==> src/rtl/lssa_pkg.sv <==
// Shared types and constants for the level sensor smoothing and alarm core.
// No dependencies; imported by level_sensor_smoothing_alarm_core.
package lssa_pkg;

    // Sequencer states
    typedef enum logic [1:0] {
        ST_IDLE,
        ST_DIV,
        ST_SUM,
        ST_ALM
    } t_state;

    // Configuration register indexes
    localparam logic [1:0] CFG_RAW_EMPTY = 2'd0;
    localparam logic [1:0] CFG_RAW_FULL  = 2'd1;
    localparam logic [1:0] CFG_ALARM_THR = 2'd2;
    localparam logic [1:0] CFG_READ_INT  = 2'd3;

    // Level format: signed, 1/256 percent
    localparam int LEVEL_W     = 17;
    localparam int LEVEL_MAX   = 65535;
    localparam int LEVEL_MIN   = -65536;
    localparam int LEVEL_RESET = 12800;
    localparam int HYST_BAND   = 1280;
    localparam int THR_W       = 15;
    localparam int INTERVAL_W  = 16;
    localparam int SECONDS_W   = 6;
    localparam int CFG_DATA_W  = 16;

    // Decay divisor, and term scale 2560 = 2^11 + 2^9
    localparam int DECAY_DIV   = 10;
    localparam int TERM_SH_HI  = 11;
    localparam int TERM_SH_LO  = 9;
    localparam int TERM_W      = 12;

endpackage

==> src/rtl/level_sensor_smoothing_alarm_core.sv <==
// Level sensor smoothing with hysteresis low-level alarm, top level.
// Depends on lssa_pkg (types, register indexes, level constants).
// Holds the interval counter, two bit-serial dividers and the output stage.

// Each input transaction carries the seconds value of a clock and one raw
// sensor sample. A change of the seconds value steps an interval counter;
// once the counter reaches read_interval it clears and the sample is taken
// (read_interval 0 takes every sample). A taken sample updates the smoothed
// level to level*9/10 + (raw-empty)*2560/(full-empty), both quotients
// truncated toward zero, the term zero when full equals empty, the sum
// saturated to -65536..65535 (1/256 percent). The alarm then sets when the
// level is below alarm_threshold and clears when it is above the threshold
// plus 5 percent; one output transaction follows. An item that takes no
// sample is absorbed and gives no output. A taken sample occupies the
// block through these steps in order: accept, the two restoring dividers
// that retire one quotient bit per cycle side by side, add and saturate,
// and update the alarm and load the output register. The output register
// frees the input side: a new item is taken while a result waits on the
// master side; only the final load waits for that register. Write
// configuration only while the block is idle.
module level_sensor_smoothing_alarm_core
    import lssa_pkg::*;
#(
    parameter int SAMPLE_BITS = 12
) (
    input  logic                  i_clk,
    input  logic                  i_rst_n,
    // Configuration writes
    input  logic                  i_cfg_valid,
    output logic                  o_cfg_ready,
    input  logic [1:0]            i_cfg_index,
    input  logic [CFG_DATA_W-1:0] i_cfg_data,
    // Input stream
    input  logic                  s_axis_tvalid,
    output logic                  s_axis_tready,
    // tdata: seconds_now[5:0], raw_sample[SAMPLE_BITS+5:6], zero fill
    input  logic [((SECONDS_W + SAMPLE_BITS + 7) / 8) * 8 - 1:0] s_axis_tdata,
    // Output stream
    output logic                  m_axis_tvalid,
    input  logic                  m_axis_tready,
    // tdata: level_out[16:0], alarm_out[17], raw_out[SAMPLE_BITS+17:18], zero fill
    output logic [((LEVEL_W + 1 + SAMPLE_BITS + 7) / 8) * 8 - 1:0] m_axis_tdata
);

    localparam int OUT_BITS = LEVEL_W + 1 + SAMPLE_BITS;
    localparam int OUT_W    = ((OUT_BITS + 7) / 8) * 8;
    // Quotient width: |raw-empty| * 2560 needs SAMPLE_BITS+12 bits and
    // |level| * 9 needs 20, which is never more for SAMPLE_BITS >= 8.
    localparam int NUM_W    = SAMPLE_BITS + TERM_W;
    localparam int CNT_W    = $clog2(NUM_W);
    localparam int SUM_W    = NUM_W + 2;
    localparam int DRM_W    = $clog2(DECAY_DIV);
    localparam int DIFF_W   = SAMPLE_BITS + 1;

    localparam logic signed [SUM_W-1:0]   SUM_HI   = SUM_W'(LEVEL_MAX);
    localparam logic signed [SUM_W-1:0]   SUM_LO   = SUM_W'(LEVEL_MIN);
    localparam logic [DRM_W:0]            DDIV     = (DRM_W + 1)'(DECAY_DIV);
    localparam logic [CNT_W-1:0]          CNT_LAST = CNT_W'(NUM_W - 1);
    localparam logic signed [LEVEL_W:0]   HYST     = (LEVEL_W + 1)'(HYST_BAND);

    // Configuration registers
    logic [SAMPLE_BITS-1:0] r_raw_empty;
    logic [SAMPLE_BITS-1:0] r_raw_full;
    logic [THR_W-1:0]       r_alarm_thr;
    logic [INTERVAL_W-1:0]  r_read_int;

    // Control state
    t_state                 r_state, n_state;
    logic [SECONDS_W-1:0]   r_last_sec, n_last_sec;
    logic [INTERVAL_W-1:0]  r_int_cnt, n_int_cnt;
    logic signed [LEVEL_W-1:0] r_level, n_level;
    logic                   r_alarm, n_alarm;
    logic [CNT_W-1:0]       r_bit_cnt, n_bit_cnt;
    logic                   r_out_valid, n_out_valid;

    // Divider and payload registers
    logic [NUM_W-1:0]       r_qd, n_qd;       // decay quotient shift register
    logic [DRM_W-1:0]       r_rd, n_rd;       // decay remainder
    logic [NUM_W-1:0]       r_qt, n_qt;       // term quotient shift register
    logic [SAMPLE_BITS-1:0] r_rt, n_rt;       // term remainder
    logic [SAMPLE_BITS-1:0] r_dvt, n_dvt;     // |full - empty|
    logic                   r_neg_d, n_neg_d;
    logic                   r_neg_t, n_neg_t;
    logic                   r_span_zero, n_span_zero;
    logic [SAMPLE_BITS-1:0] r_raw, n_raw;
    logic signed [LEVEL_W-1:0] r_out_level, n_out_level;
    logic                   r_out_alarm, n_out_alarm;
    logic [SAMPLE_BITS-1:0] r_out_raw, n_out_raw;

    // Input unpack and interval decision
    logic [SECONDS_W-1:0]   w_secs;
    logic [SAMPLE_BITS-1:0] w_raw;
    logic                   w_accept;
    logic [INTERVAL_W-1:0]  w_cnt_inc;
    logic                   w_sample;

    // Operand preparation
    logic [DIFF_W-1:0]      w_diff, w_span;
    logic [DIFF_W-1:0]      w_diff_mag, w_span_mag;
    logic [LEVEL_W-1:0]     w_lvl_mag;
    logic [NUM_W-1:0]       w_num_t, w_num_d;

    // Divider steps
    logic [DRM_W:0]         w_rd_sh, w_rd_sub;
    logic                   w_d_ge;
    logic [SAMPLE_BITS:0]   w_rt_sh, w_rt_sub;
    logic                   w_t_ge;

    // Sum, saturation, alarm
    logic signed [SUM_W-1:0] w_qd_s, w_qt_s, w_sum;
    logic signed [LEVEL_W:0] w_lvl_x, w_thr_x, w_thr_hi;
    logic                    w_out_free;

    assign w_secs   = s_axis_tdata[SECONDS_W-1:0];
    assign w_raw    = s_axis_tdata[SECONDS_W +: SAMPLE_BITS];
    assign w_accept = s_axis_tvalid && s_axis_tready;

    assign w_cnt_inc = r_int_cnt + INTERVAL_W'(w_secs != r_last_sec);
    assign w_sample  = (w_cnt_inc >= r_read_int);

    // Signed differences, then magnitudes for the unsigned dividers
    assign w_diff     = {1'b0, w_raw} - {1'b0, r_raw_empty};
    assign w_span     = {1'b0, r_raw_full} - {1'b0, r_raw_empty};
    assign w_diff_mag = w_diff[DIFF_W-1] ? -w_diff : w_diff;
    assign w_span_mag = w_span[DIFF_W-1] ? -w_span : w_span;
    assign w_lvl_mag  = r_level[LEVEL_W-1] ? LEVEL_W'(-r_level) : LEVEL_W'(r_level);

    assign w_num_t = (NUM_W'(w_diff_mag[SAMPLE_BITS-1:0]) << TERM_SH_HI)
                   + (NUM_W'(w_diff_mag[SAMPLE_BITS-1:0]) << TERM_SH_LO);
    assign w_num_d = (NUM_W'(w_lvl_mag) << 3) + NUM_W'(w_lvl_mag);

    // One restoring step per cycle on each divider
    assign w_rd_sh  = {r_rd, r_qd[NUM_W-1]};
    assign w_d_ge   = (w_rd_sh >= DDIV);
    assign w_rd_sub = w_rd_sh - DDIV;
    assign w_rt_sh  = {r_rt, r_qt[NUM_W-1]};
    assign w_t_ge   = (w_rt_sh >= {1'b0, r_dvt});
    assign w_rt_sub = w_rt_sh - {1'b0, r_dvt};

    // Apply signs, add, saturate
    assign w_qd_s = r_neg_d ? -$signed({2'b00, r_qd}) : $signed({2'b00, r_qd});
    assign w_qt_s = r_span_zero ? '0
                  : (r_neg_t ? -$signed({2'b00, r_qt}) : $signed({2'b00, r_qt}));
    assign w_sum  = w_qd_s + w_qt_s;

    // Alarm compares on the new level
    assign w_lvl_x  = {r_level[LEVEL_W-1], r_level};
    assign w_thr_x  = $signed({{(LEVEL_W + 1 - THR_W){1'b0}}, r_alarm_thr});
    assign w_thr_hi = w_thr_x + HYST;

    assign w_out_free = !r_out_valid || m_axis_tready;

    // Configuration: always ready; to be written only while idle, which the block does not enforce
    assign o_cfg_ready = 1'b1;

    always_ff @(posedge i_clk) begin
        if (!i_rst_n) begin
            r_raw_empty <= '0;
            r_raw_full  <= SAMPLE_BITS'(1024);
            r_alarm_thr <= '0;
            r_read_int  <= INTERVAL_W'(1);
        end else if (i_cfg_valid && o_cfg_ready) begin
            unique case (i_cfg_index)
                CFG_RAW_EMPTY: r_raw_empty <= i_cfg_data[SAMPLE_BITS-1:0];
                CFG_RAW_FULL:  r_raw_full  <= i_cfg_data[SAMPLE_BITS-1:0];
                CFG_ALARM_THR: r_alarm_thr <= i_cfg_data[THR_W-1:0];
                CFG_READ_INT:  r_read_int  <= i_cfg_data[INTERVAL_W-1:0];
                default:       r_read_int  <= r_read_int;
            endcase
        end
    end

    // Next state and datapath
    always_comb begin
        n_state     = r_state;
        n_last_sec  = r_last_sec;
        n_int_cnt   = r_int_cnt;
        n_level     = r_level;
        n_alarm     = r_alarm;
        n_bit_cnt   = r_bit_cnt;
        n_out_valid = r_out_valid;
        n_qd        = r_qd;
        n_rd        = r_rd;
        n_qt        = r_qt;
        n_rt        = r_rt;
        n_dvt       = r_dvt;
        n_neg_d     = r_neg_d;
        n_neg_t     = r_neg_t;
        n_span_zero = r_span_zero;
        n_raw       = r_raw;
        n_out_level = r_out_level;
        n_out_alarm = r_out_alarm;
        n_out_raw   = r_out_raw;
        s_axis_tready = (r_state == ST_IDLE);

        // Drop the output once the master side takes it
        if (r_out_valid && m_axis_tready) begin
            n_out_valid = 1'b0;
        end

        unique case (r_state)
            ST_IDLE: begin
                if (w_accept) begin
                    n_last_sec = w_secs;
                    n_int_cnt  = w_sample ? '0 : w_cnt_inc;
                    if (w_sample) begin
                        n_state     = ST_DIV;
                        n_bit_cnt   = '0;
                        n_qd        = w_num_d;
                        n_rd        = '0;
                        n_qt        = w_num_t;
                        n_rt        = '0;
                        n_dvt       = w_span_mag[SAMPLE_BITS-1:0];
                        n_neg_d     = r_level[LEVEL_W-1];
                        n_neg_t     = w_diff[DIFF_W-1] ^ w_span[DIFF_W-1];
                        n_span_zero = (w_span == '0);
                        n_raw       = w_raw;
                    end
                end
            end
            ST_DIV: begin
                // Advance both dividers one quotient bit
                n_qd = {r_qd[NUM_W-2:0], w_d_ge};
                n_rd = w_d_ge ? w_rd_sub[DRM_W-1:0] : w_rd_sh[DRM_W-1:0];
                n_qt = {r_qt[NUM_W-2:0], w_t_ge};
                n_rt = w_t_ge ? w_rt_sub[SAMPLE_BITS-1:0] : w_rt_sh[SAMPLE_BITS-1:0];
                n_bit_cnt = r_bit_cnt + CNT_W'(1);
                if (r_bit_cnt == CNT_LAST) begin
                    n_state = ST_SUM;
                end
            end
            ST_SUM: begin
                priority if (w_sum > SUM_HI) begin
                    n_level = LEVEL_W'(LEVEL_MAX);
                end else if (w_sum < SUM_LO) begin
                    n_level = LEVEL_W'(LEVEL_MIN);
                end else begin
                    n_level = w_sum[LEVEL_W-1:0];
                end
                n_state = ST_ALM;
            end
            ST_ALM: begin
                // Hold until the output register is free
                if (w_out_free) begin
                    if (r_alarm) begin
                        n_alarm = !(w_lvl_x > w_thr_hi);
                    end else begin
                        n_alarm = (w_lvl_x < w_thr_x);
                    end
                    n_out_level = r_level;
                    n_out_alarm = n_alarm;
                    n_out_raw   = r_raw;
                    n_out_valid = 1'b1;
                    n_state     = ST_IDLE;
                end
            end
            default: begin
                n_state = ST_IDLE;
            end
        endcase
    end

    always_ff @(posedge i_clk) begin
        if (!i_rst_n) begin
            r_state     <= ST_IDLE;
            r_last_sec  <= '0;
            r_int_cnt   <= '0;
            r_level     <= LEVEL_W'(LEVEL_RESET);
            r_alarm     <= 1'b0;
            r_bit_cnt   <= '0;
            r_out_valid <= 1'b0;
        end else begin
            r_state     <= n_state;
            r_last_sec  <= n_last_sec;
            r_int_cnt   <= n_int_cnt;
            r_level     <= n_level;
            r_alarm     <= n_alarm;
            r_bit_cnt   <= n_bit_cnt;
            r_out_valid <= n_out_valid;
        end
    end

    always_ff @(posedge i_clk) begin
        r_qd        <= n_qd;
        r_rd        <= n_rd;
        r_qt        <= n_qt;
        r_rt        <= n_rt;
        r_dvt       <= n_dvt;
        r_neg_d     <= n_neg_d;
        r_neg_t     <= n_neg_t;
        r_span_zero <= n_span_zero;
        r_raw       <= n_raw;
        r_out_level <= n_out_level;
        r_out_alarm <= n_out_alarm;
        r_out_raw   <= n_out_raw;
    end

    assign m_axis_tvalid = r_out_valid;
    assign m_axis_tdata  = OUT_W'({r_out_raw, r_out_alarm, r_out_level});

    // A new output transaction only comes from the alarm stage
    a_out_from_alm: assert property (@(posedge i_clk) disable iff (!i_rst_n)
        $rose(r_out_valid) |-> $past(r_state == ST_ALM))
        else $error("output valid rose outside the alarm stage");

    // A sampled item starts the dividers on the next cycle
    a_sample_starts_div: assert property (@(posedge i_clk) disable iff (!i_rst_n)
        (w_accept && w_sample) |=> (r_state == ST_DIV && r_bit_cnt == '0))
        else $error("sampled item did not start the dividers");

    // Decay remainder stays below the divisor
    a_decay_rem: assert property (@(posedge i_clk) disable iff (!i_rst_n)
        (r_state == ST_DIV) |-> (r_rd < DDIV[DRM_W-1:0]))
        else $error("decay remainder out of range");

    // Term remainder stays below a nonzero divisor
    a_term_rem: assert property (@(posedge i_clk) disable iff (!i_rst_n)
        (r_state == ST_DIV && !r_span_zero) |-> (r_rt < r_dvt))
        else $error("term remainder out of range");

    // Bit counter never passes the last quotient bit
    a_bit_cnt: assert property (@(posedge i_clk) disable iff (!i_rst_n)
        (r_state == ST_DIV) |-> (r_bit_cnt <= CNT_LAST))
        else $error("divider bit counter overran");

endmodule

==> config.mk <==
export PLATFORM = sky130hd
export DESIGN_NAME = level_sensor_smoothing_alarm_core
export DESIGN_NICKNAME = d
export VERILOG_FILES = /design/src/rtl/lssa_pkg.sv /design/src/rtl/level_sensor_smoothing_alarm_core.sv
export SDC_FILE = /design/constraint.sdc
export NUM_CORES = 1
export LEC_CHECK = 0
export BUFFER_PORTS_ARGS = -buffer_cell sky130_fd_sc_hd__buf_2
export CORE_MARGIN = 1.5
export CORE_UTILIZATION = 55
export CTS_CLUSTER_DIAMETER = 150
export DETAILED_ROUTE_END_ITERATION = 6
export PLACE_DENSITY = 0.77
export SLEW_MARGIN = 25
export SYNTH_ARGS = -nofsm -noshare
export SYNTH_HDL_FRONTEND = slang
export SYNTH_SLANG_ARGS = --single-unit
==> constraint.sdc <==
create_clock -name i_clk -period 5.3 [get_ports i_clk]
set_input_delay 0.265 -clock i_clk [delete_from_list [all_inputs] [get_ports i_clk]]
set_output_delay 0.265 -clock i_clk [all_outputs]
set_load 0.01 [all_outputs]
==> run summary, run 1 <==
WP data arrival -> 5.54 ns
Final HPWL DP -> 27000 microns
Initial Utilization -> 55.8%
Fin crit period -> 5.09 ns
Max-cap violations -> 0
H-tree levels -> 1
Die height -> 171 microns
Synthesis-stage register bit count -> 224
Fin area -> 17500 sq um
Final setup TNS -> 0 ns
Worst Path Max Fanout -> 12
Post-Syn Instances -> 1748
Synth area leaders -> edfxtp_1 (24%), dfxtp_1 (13%), ha_1 (11%)
Leading area contributor after synthesis -> edfxtp_1
Most used cell, CP -> a221oi_1
Critical path cell sequence -> or4_4 > or4b_4 > o41ai_1 > xnor2_1 > ha_1 > and3_2 > a221oi_1 > a21oi_1 > a311oi_2 > a21boi_0 > a2111oi_2 > nand4b_1 > o31ai_4 > buf_6 > nand2_1 > a221oi_1
Placed Cells -> 2153
Maximum clock frequency -> 197 MHz
Via count -> 12942
Multi-input logic area -> 9110 sq um
YS warnings -> 0
Post-layout util -> 63.0%
WS Path Type -> flop to flop
Die Area -> 29100 sq um
Crit share post-route -> 96.0%
Die X -> 171 microns
Hold Fails Final Rpt -> 0
EDFF count, synth -> 121
Synthesis-to-finish area growth -> 12.9%
Vias in the first global route -> 12426
Final setup vio count -> 0
Crit start category -> flop
Cell area after synthesis -> 15500 sq um
Status -> complete, no violations
Routed vias/inst -> 5.80
RSZ-0062 raised after global routing -> no
Detailed Route WL -> 37500 microns
Later-pin clock latency in the skew report -> 0.55 ns
Ant diodes -> 0
Pre-CTS WS -> 0.210 ns
Data required time of the worst path -> 5.75 ns
Maximum buffer depth of the clock tree -> 3
CTS buffer count -> 26
Fillers -> 2277
Slowest stage cell, crit path -> or4_4
Site Rows -> 61
GRT Util Overall -> 25.6%
Initial antenna violation count -> 1
CP max stage delay -> 0.58 ns
Slew HR -> 39.4%
Non-filler cells, final -> 2231
Leak -> 7.00 nW
HP Class -> input port to flop
Register area share after synthesis -> 36.8%
Total grt overflow -> 0
Async set-reset flop share out of synthesis -> 0%
Clk Tree Root Cell -> clkbuf_16
Core Box Area -> 27700 sq um
First-pass GRT wire length -> 60500 microns
Nets -> 2024
Remaining antenna violation count -> 0
Max-slew violations -> 0
Register area -> 5700 sq um
Synth Flop Type -> edfxtp_1
Clock Sinks -> 224
Synth top cells by count -> nand2_1 (210), a21oi_1 (144), ha_1 (138)
Count leader, synth -> nand2_1
Final Skew -> 0.0260 ns
CTS clk-pin slew, worst paths -> 0.06 ns
Pwr Density -> 513 nW/um^2
Top Ports -> 82
Share of layout cells above drive strength 1 -> 10.1%
Crit end category -> flop
CTS tree -> done
Drt first pass iters -> 5
Post-synth top area share -> 23.5%
Final GP Congestion -> 0.875
Largest net degree at the start of global routing -> 83
Post-synth cell types -> 81
Worst Tran Pin Value -> 0.905 ns
Buffers on Ports -> 72
Drt wl/cell -> 16.8 microns
Worst setup margin -> 0.212 ns
Mean post-synth cell area -> 8.84 sq um
Worst vdd ir -> 0.000272 V
DRT iter0 DRCs -> 965
Drt drc -> 0
Dpl cell area -> 16200 sq um
[stage by stage]
stage          hold slack [ns]  total power, W
3_3_place_gp             0.401         0.00676
4_1_cts                0.00234         0.00884
6_report                0.0198         0.00896
2_1_floorplan            0.364         0.00586
3_5_place_dp             0.408         0.00689
5_1_grt                 0.0157         0.00956
[power by group]
group	internal, W	total (W)	switching, W	leakage [nW]
registers	0.00231	0.00263	0.000318	1.96
clock network	0.00114	0.00191	0.000766	0.460
logic	0.00179	0.00442	0.00263	4.58
total	0.00524	0.00896	0.00372	7.00
[routing by layer]
| metal | global-route usage [%] | share of wire [%] | up-vias |
|---|---|---|---|
| met5 | 0 | 0.019 | - |
| met4 | 7.27 | 2.4 | 2 |
| met3 | 3.05 | 4.2 | 68 |
| met2 | 44.3 | 48 | 265 |
| met1 | 33.6 | 46 | 6193 |
| li1 | - | - | 6414 |
[final cells by class]
| type | instances | share of cell area, % |
|---|---|---|
| clock buffers | 33 | 4.41 |
| clock inverters | 15 | 0.924 |
| inverters | 122 | 2.62 |
| multi-input cells | 1344 | 52.2 |
| flip-flops and latches | 224 | 32.6 |
| well taps | 378 | 2.71 |
| repair buffers | 115 | 4.55 |
[timing repair]
| action | in CTS | in global routing |
|---|---|---|
| gates resized for setup | 0 | 10 |
| hold buffers | 25 | 0 |
| hold endpoints to repair | 31 | 0 |
| setup buffers | 0 | 4 |
| endpoints found under the setup margin | 0 | 17 |
[path summary, 6_finish.rpt]
kind / from / end / slack, ns / depth (start not counted)
max reg2reg: r_qd[11]$_DFFE_PP_ / r_level[0]$_SDFFE_PN0P_ / 0.21 / 16
max: r_qd[11]$_DFFE_PP_ / r_level[0]$_SDFFE_PN0P_ / 0.21 / 16
min reg2reg: r_raw[10]$_DFFE_PP_ / r_out_raw[10]$_DFFE_PP_ / 0.42 / 0
min: i_cfg_data[0] / r_raw_full[0]$_SDFFE_PN0P_ / 0.02 / 3
[kinds of logic (layout without fill, tap and decap cells)]
kind of cell	count (synthesis)	after routing	synth area share (%)
compound gates	462	462	19.3
fa+ha+maj	144	144	11.9
simple gates	559	559	17.1
flops	224	224	36.8
mux	10	10	0.696
xor+xnor	166	166	9.45
other cells	2	3	0.0486
buf+inv	181	285	4.65
[flip-flops by register name (all words and copies together) (netlist names), 2 cells and up]
register,cells
r_dvt,12
r_last_sec,6
r_raw_empty,12
r_level,17
r_qt,24
r_out_level,17
r_state,2
r_out_raw,12
r_bit_cnt,5
r_raw,12
r_int_cnt,16
r_raw_full,12
r_alarm_thr,15
r_rt,12
r_qd,24
r_read_int,16
r_rd,4
[cells in the final DEF (no fill, tap or decap), types with 7 or more instances in the layout]
cell type	count
nor2_1	126
xor2_1	59
nand4_1	10
nand3_1	48
ha_1	136
and2_1	18
o41ai_1	13
a21oi_1	144
dlygate4sd3_1	25
a211oi_1	13
a21o_1	41
o21bai_1	7
nand2b_1	16
nor4_1	8
nor2b_1	16
buf_2	72
a21oi_2	10
o21ai_0	106
buf_4	14
or2_2	7
inv_1	120
nor3_1	23
dfxtp_1	103
o21a_1	9
edfxtp_1	121
clkbuf_16	29
o31ai_1	35
or3_1	14
nand2_1	210
xnor2_1	106
nand3b_1	15
a31oi_1	8
and3_1	21
[critical path, delay by kind of cell (launching register included)]
kind	cells	cell delay, ns
flops	1	0.44
compound gates	8	2.12
xor+xnor	1	0.13
buf+inv	1	0.20
fa+ha+maj	1	0.40
simple gates	5	1.68
(Power assumes the default switching activity.)
==> run 2: changes to the inputs <==
--- a/config.mk
+++ b/config.mk
@@ -5,6 +5,7 @@
 export SDC_FILE = /design/constraint.sdc
 export NUM_CORES = 1
 export LEC_CHECK = 0
+export ABC_AREA = 1
 export BUFFER_PORTS_ARGS = -buffer_cell sky130_fd_sc_hd__buf_2
 export CORE_MARGIN = 1.5
 export CORE_UTILIZATION = 55
==> constraint.sdc (replaced) <==
create_clock -name i_clk -period 5.3 [get_ports i_clk]
set_input_delay 0.53 -clock i_clk [delete_from_list [all_inputs] [get_ports i_clk]]
set_output_delay 0.53 -clock i_clk [all_outputs]
set_load 0.01 [all_outputs]
==> run summary, run 2 <==
Fin crit period -> 4.81 ns (-0.274 ns)
Core Box Area -> 28800 sq um (+3.9%)
Post-synth cell types -> 57 (-30%)
Initial antenna violation count -> 0 (-1)
Worst Tran Pin Value -> 0.986 ns (+0.0804 ns)
Die height -> 174 microns (+2.2%)
Status -> complete, no violations
Data required time of the worst path -> 5.69 ns (-0.06 ns)
Largest registers -> r_qd: 24 flops, r_qt: 24 flops
Final setup vio count -> 0 (unchanged)
Pwr Density -> 537 nW/um^2 (+4.6%)
Clk Tree Root Cell -> clkbuf_16
EDFF count, synth -> 121 (unchanged)
Post-Syn Instances -> 2178 (+25%)
Leading area contributor after synthesis -> edfxtp_1
Nets -> 2424 (+20%)
GRT Util Overall -> 26.2% (+0.60 points)
Final GP Congestion -> 0.952 (+8.9%)
Register area share after synthesis -> 35.2% (-1.6 points)
Int Pwr -> 0.00510 W (-2.7%)
YS warnings -> 0 (unchanged)
CTS buffer count -> 25 (-3.8%)
Maximum clock frequency -> 208 MHz (+5.7%)
Most frequent cells in the layout -> nand2_1 (498), inv_1 (303), a21oi_1 (193), o21ai_0 (177), nor2_1 (173)
Combinational share of power -> 53.5% (+4.1 points)
Max-slew violations -> 0 (unchanged)
Vias in the first global route -> 13582 (+9.3%)
Clock Sinks -> 224 (unchanged)
Mean post-synth cell area -> 7.42 sq um (-16%)
Die Area -> 30400 sq um (+4.5%)
Top Ports -> 82 (unchanged)
Total power -> 0.00949 W (+5.9%)
Site Rows -> 62 (+1.6%)
Synth Flop Type -> edfxtp_1
Slew HR -> 34.1% (-5.3 points)
Largest net degree at the start of global routing -> 81 (-2.4%)
Buffers on Ports -> 72 (unchanged)
Net Sw Power -> 0.00439 W (+18%)
Post-synth top area share -> 22.5% (-1.0 points)
Synth top cells by count -> nand2_1 (499), inv_1 (303), a21oi_1 (193)
Post-CTS setup buffers -> 0 (unchanged)
RSZ-0062 raised after global routing -> no
Async set-reset flop share out of synthesis -> 0% (unchanged)
Hold Fails Final Rpt -> 0 (unchanged)
WS Path Type -> flop to flop
Synth area leaders -> edfxtp_1 (22%), dfxtp_1 (13%), nand2_1 (12%)
Final Skew -> 0.0184 ns (-0.00761 ns)
Final setup TNS -> 0 ns (unchanged)
CTS tree -> done
Met3 GRT Util -> 2.91% (-0.14 points)
Leak -> 8.08 nW (+15%)
Max-cap violations -> 0 (unchanged)
Later-pin clock latency in the skew report -> 0.54 ns (about the same)
Die X -> 174 microns (+2.2%)
Drt wl/cell -> 15.1 microns (-9.9%)
Count leader, synth -> nand2_1
Number of hold buffers added after cts -> 0 (-100%)
Post-layout util -> 61.4% (-1.6 points)
Net Sw Frac -> 46.2% (+4.7 points)
Most common cell after layout, fill and taps aside -> nand2_1
DRT iter0 DRCs -> 908 (-5.9%)
CTS clk-pin slew, worst paths -> 0.06 ns (about the same)
Pre-CTS WS -> 0.490 ns (+0.281 ns)
Final HPWL DP -> 30700 microns (+14%)
Met2 GRT Util -> 43.0% (-1.3 points)
Clk pwr share -> 18.2% (-3.1 points)
Met1 usage in global routing -> 36.1% (+2.5 points)
Via count -> 14363 (+11%)
Share of layout cells above drive strength 1 -> 8.04% (-2.1 points)
Crit share post-route -> 90.8% (-5.2 points)
Cell area after synthesis -> 16200 sq um (+4.6%)
Synthesis-to-finish area growth -> 9.37%
Worst vdd ir -> 0.000294 V (+8.0%)
Placed Cells -> 2590 (+20%)
Layer with the highest usage -> met2
Worst Path Max Fanout -> 13 (+1)
Crit end category -> flop
Drt first pass iters -> 5 (unchanged)
Drt drc -> 0 (unchanged)
Worst setup margin -> 0.486 ns (+0.274 ns)
First-pass GRT wire length -> 65400 microns (+8.0%)
WP data arrival -> 5.21 ns (-0.33 ns)
Initial Utilization -> 56.2% (+0.36 points)
Reg power frac -> 28.3% (-1.0 points)
Remaining antenna violation count -> 0 (unchanged)
Ant diodes -> 0 (unchanged)
PostCTS Resize Cnt -> 0 (unchanged)
H-tree levels -> 1 (unchanged)
Detailed Route WL -> 39900 microns (+6.4%)
Synthesis-stage register bit count -> 224 (unchanged)
Total grt overflow -> 0 (unchanged)
Maximum buffer depth of the clock tree -> 3 (unchanged)
HP Class -> input port to flop
Crit start category -> flop
Routed vias/inst -> 5.45 (-6.1%)
Non-filler cells, final -> 2636 (+18%)
==> run 2: changes by cell type in the layout (fill, tap and decap cells not counted), sizes merged, moves of 46 or more <==
cell	delta
nand2	+295
inv	+180
xnor2	-72
o21ai	+68
a21oi	+52
nor2	+51
nand3	+46
==> run 2: metrics by stage <==
step	cell area [sq um]	hold WS [ns]
after floorplan	16200	0.400
after global placement	16900	0.401
after detailed placement	16900	0.405
after CTS	17700	0.176
after global routing	17700	0.184
final	17700	0.198
==> run 2: kinds of logic (layout without fill, tap and decap cells) <==
family / after synthesis / count (layout) / synth area share, %
flops: 224 / 224 / 35.2
xor+xnor: 114 / 114 / 6.27
other cells: 2 / 3 / 0.0465
simple gates: 895 / 895 / 23.5
fa+ha+maj: 144 / 144 / 11.4
compound gates: 442 / 442 / 15.0
buf+inv: 357 / 430 / 8.48
==> run 2: area by class of cell <==
type / count / area (sq um)
fillers: 2570 / 11100
multi-input cells: 1598 / 9120
flip-flops and latches: 224 / 5700
inverters: 305 / 1140
clock buffers: 33 / 708
well taps: 384 / 480
repair buffers: 79 / 425
clock inverters: 13 / 106
==> run 2: final timing paths <==
| kind | start | cells after the start | to | slack [ns] |
|---|---|---|---|---|
| setup / recovery | r_qt[0]$_SDFFCE_PN0P_ | 22 | r_level[1]$_SDFFE_PN0P_ | 0.49 |
| hold / removal | s_axis_tdata[6] | 1 | r_raw[0]$_DFFE_PP_ | 0.20 |
| setup reg to reg | r_qt[0]$_SDFFCE_PN0P_ | 22 | r_level[1]$_SDFFE_PN0P_ | 0.49 |
| hold reg to reg | r_raw[7]$_DFFE_PP_ | 0 | r_out_raw[7]$_DFFE_PP_ | 0.42 |
==> run 2: power by group through the flow <==
stage                     logic (W)  clock network, W  registers [W]
after floorplan             0.00378                 0        0.00262
after global placement      0.00485                 0        0.00270
after detailed placement    0.00496                 0        0.00271
after CTS                   0.00501           0.00175        0.00268
after global routing        0.00573           0.00182        0.00273
final                       0.00507           0.00172        0.00269
==> run 2: critical path: stages, from the launching register on <==
cell	delay, ns
edfxtp_1	0.44
inv_1	0.11
ha_1	0.19
nand2_1	0.07
nor3_2	0.26
nand4_1	0.16
nor3_1	0.37
nand3_1	0.18
nor2_1	0.17
nor3_1	0.06
nor3_1	0.36
ha_1	0.38
nand2_1	0.10
nand2_1	0.07
o21bai_1	0.18
a21oi_1	0.17
nand3_1	0.12
a21oi_1	0.35
inv_1	0.10
nand2_1	0.08
nand2_1	0.13
a21oi_4	0.50
a21oi_1	0.13
==> run 2: per-layer routing <==
layer | vias up | routed length [microns]
met2 | 376 | 18200
met4 | 0 | 1040
met5 | - | 0
met1 | 6599 | 18400
li1 | 7325 | -
met3 | 63 | 2280
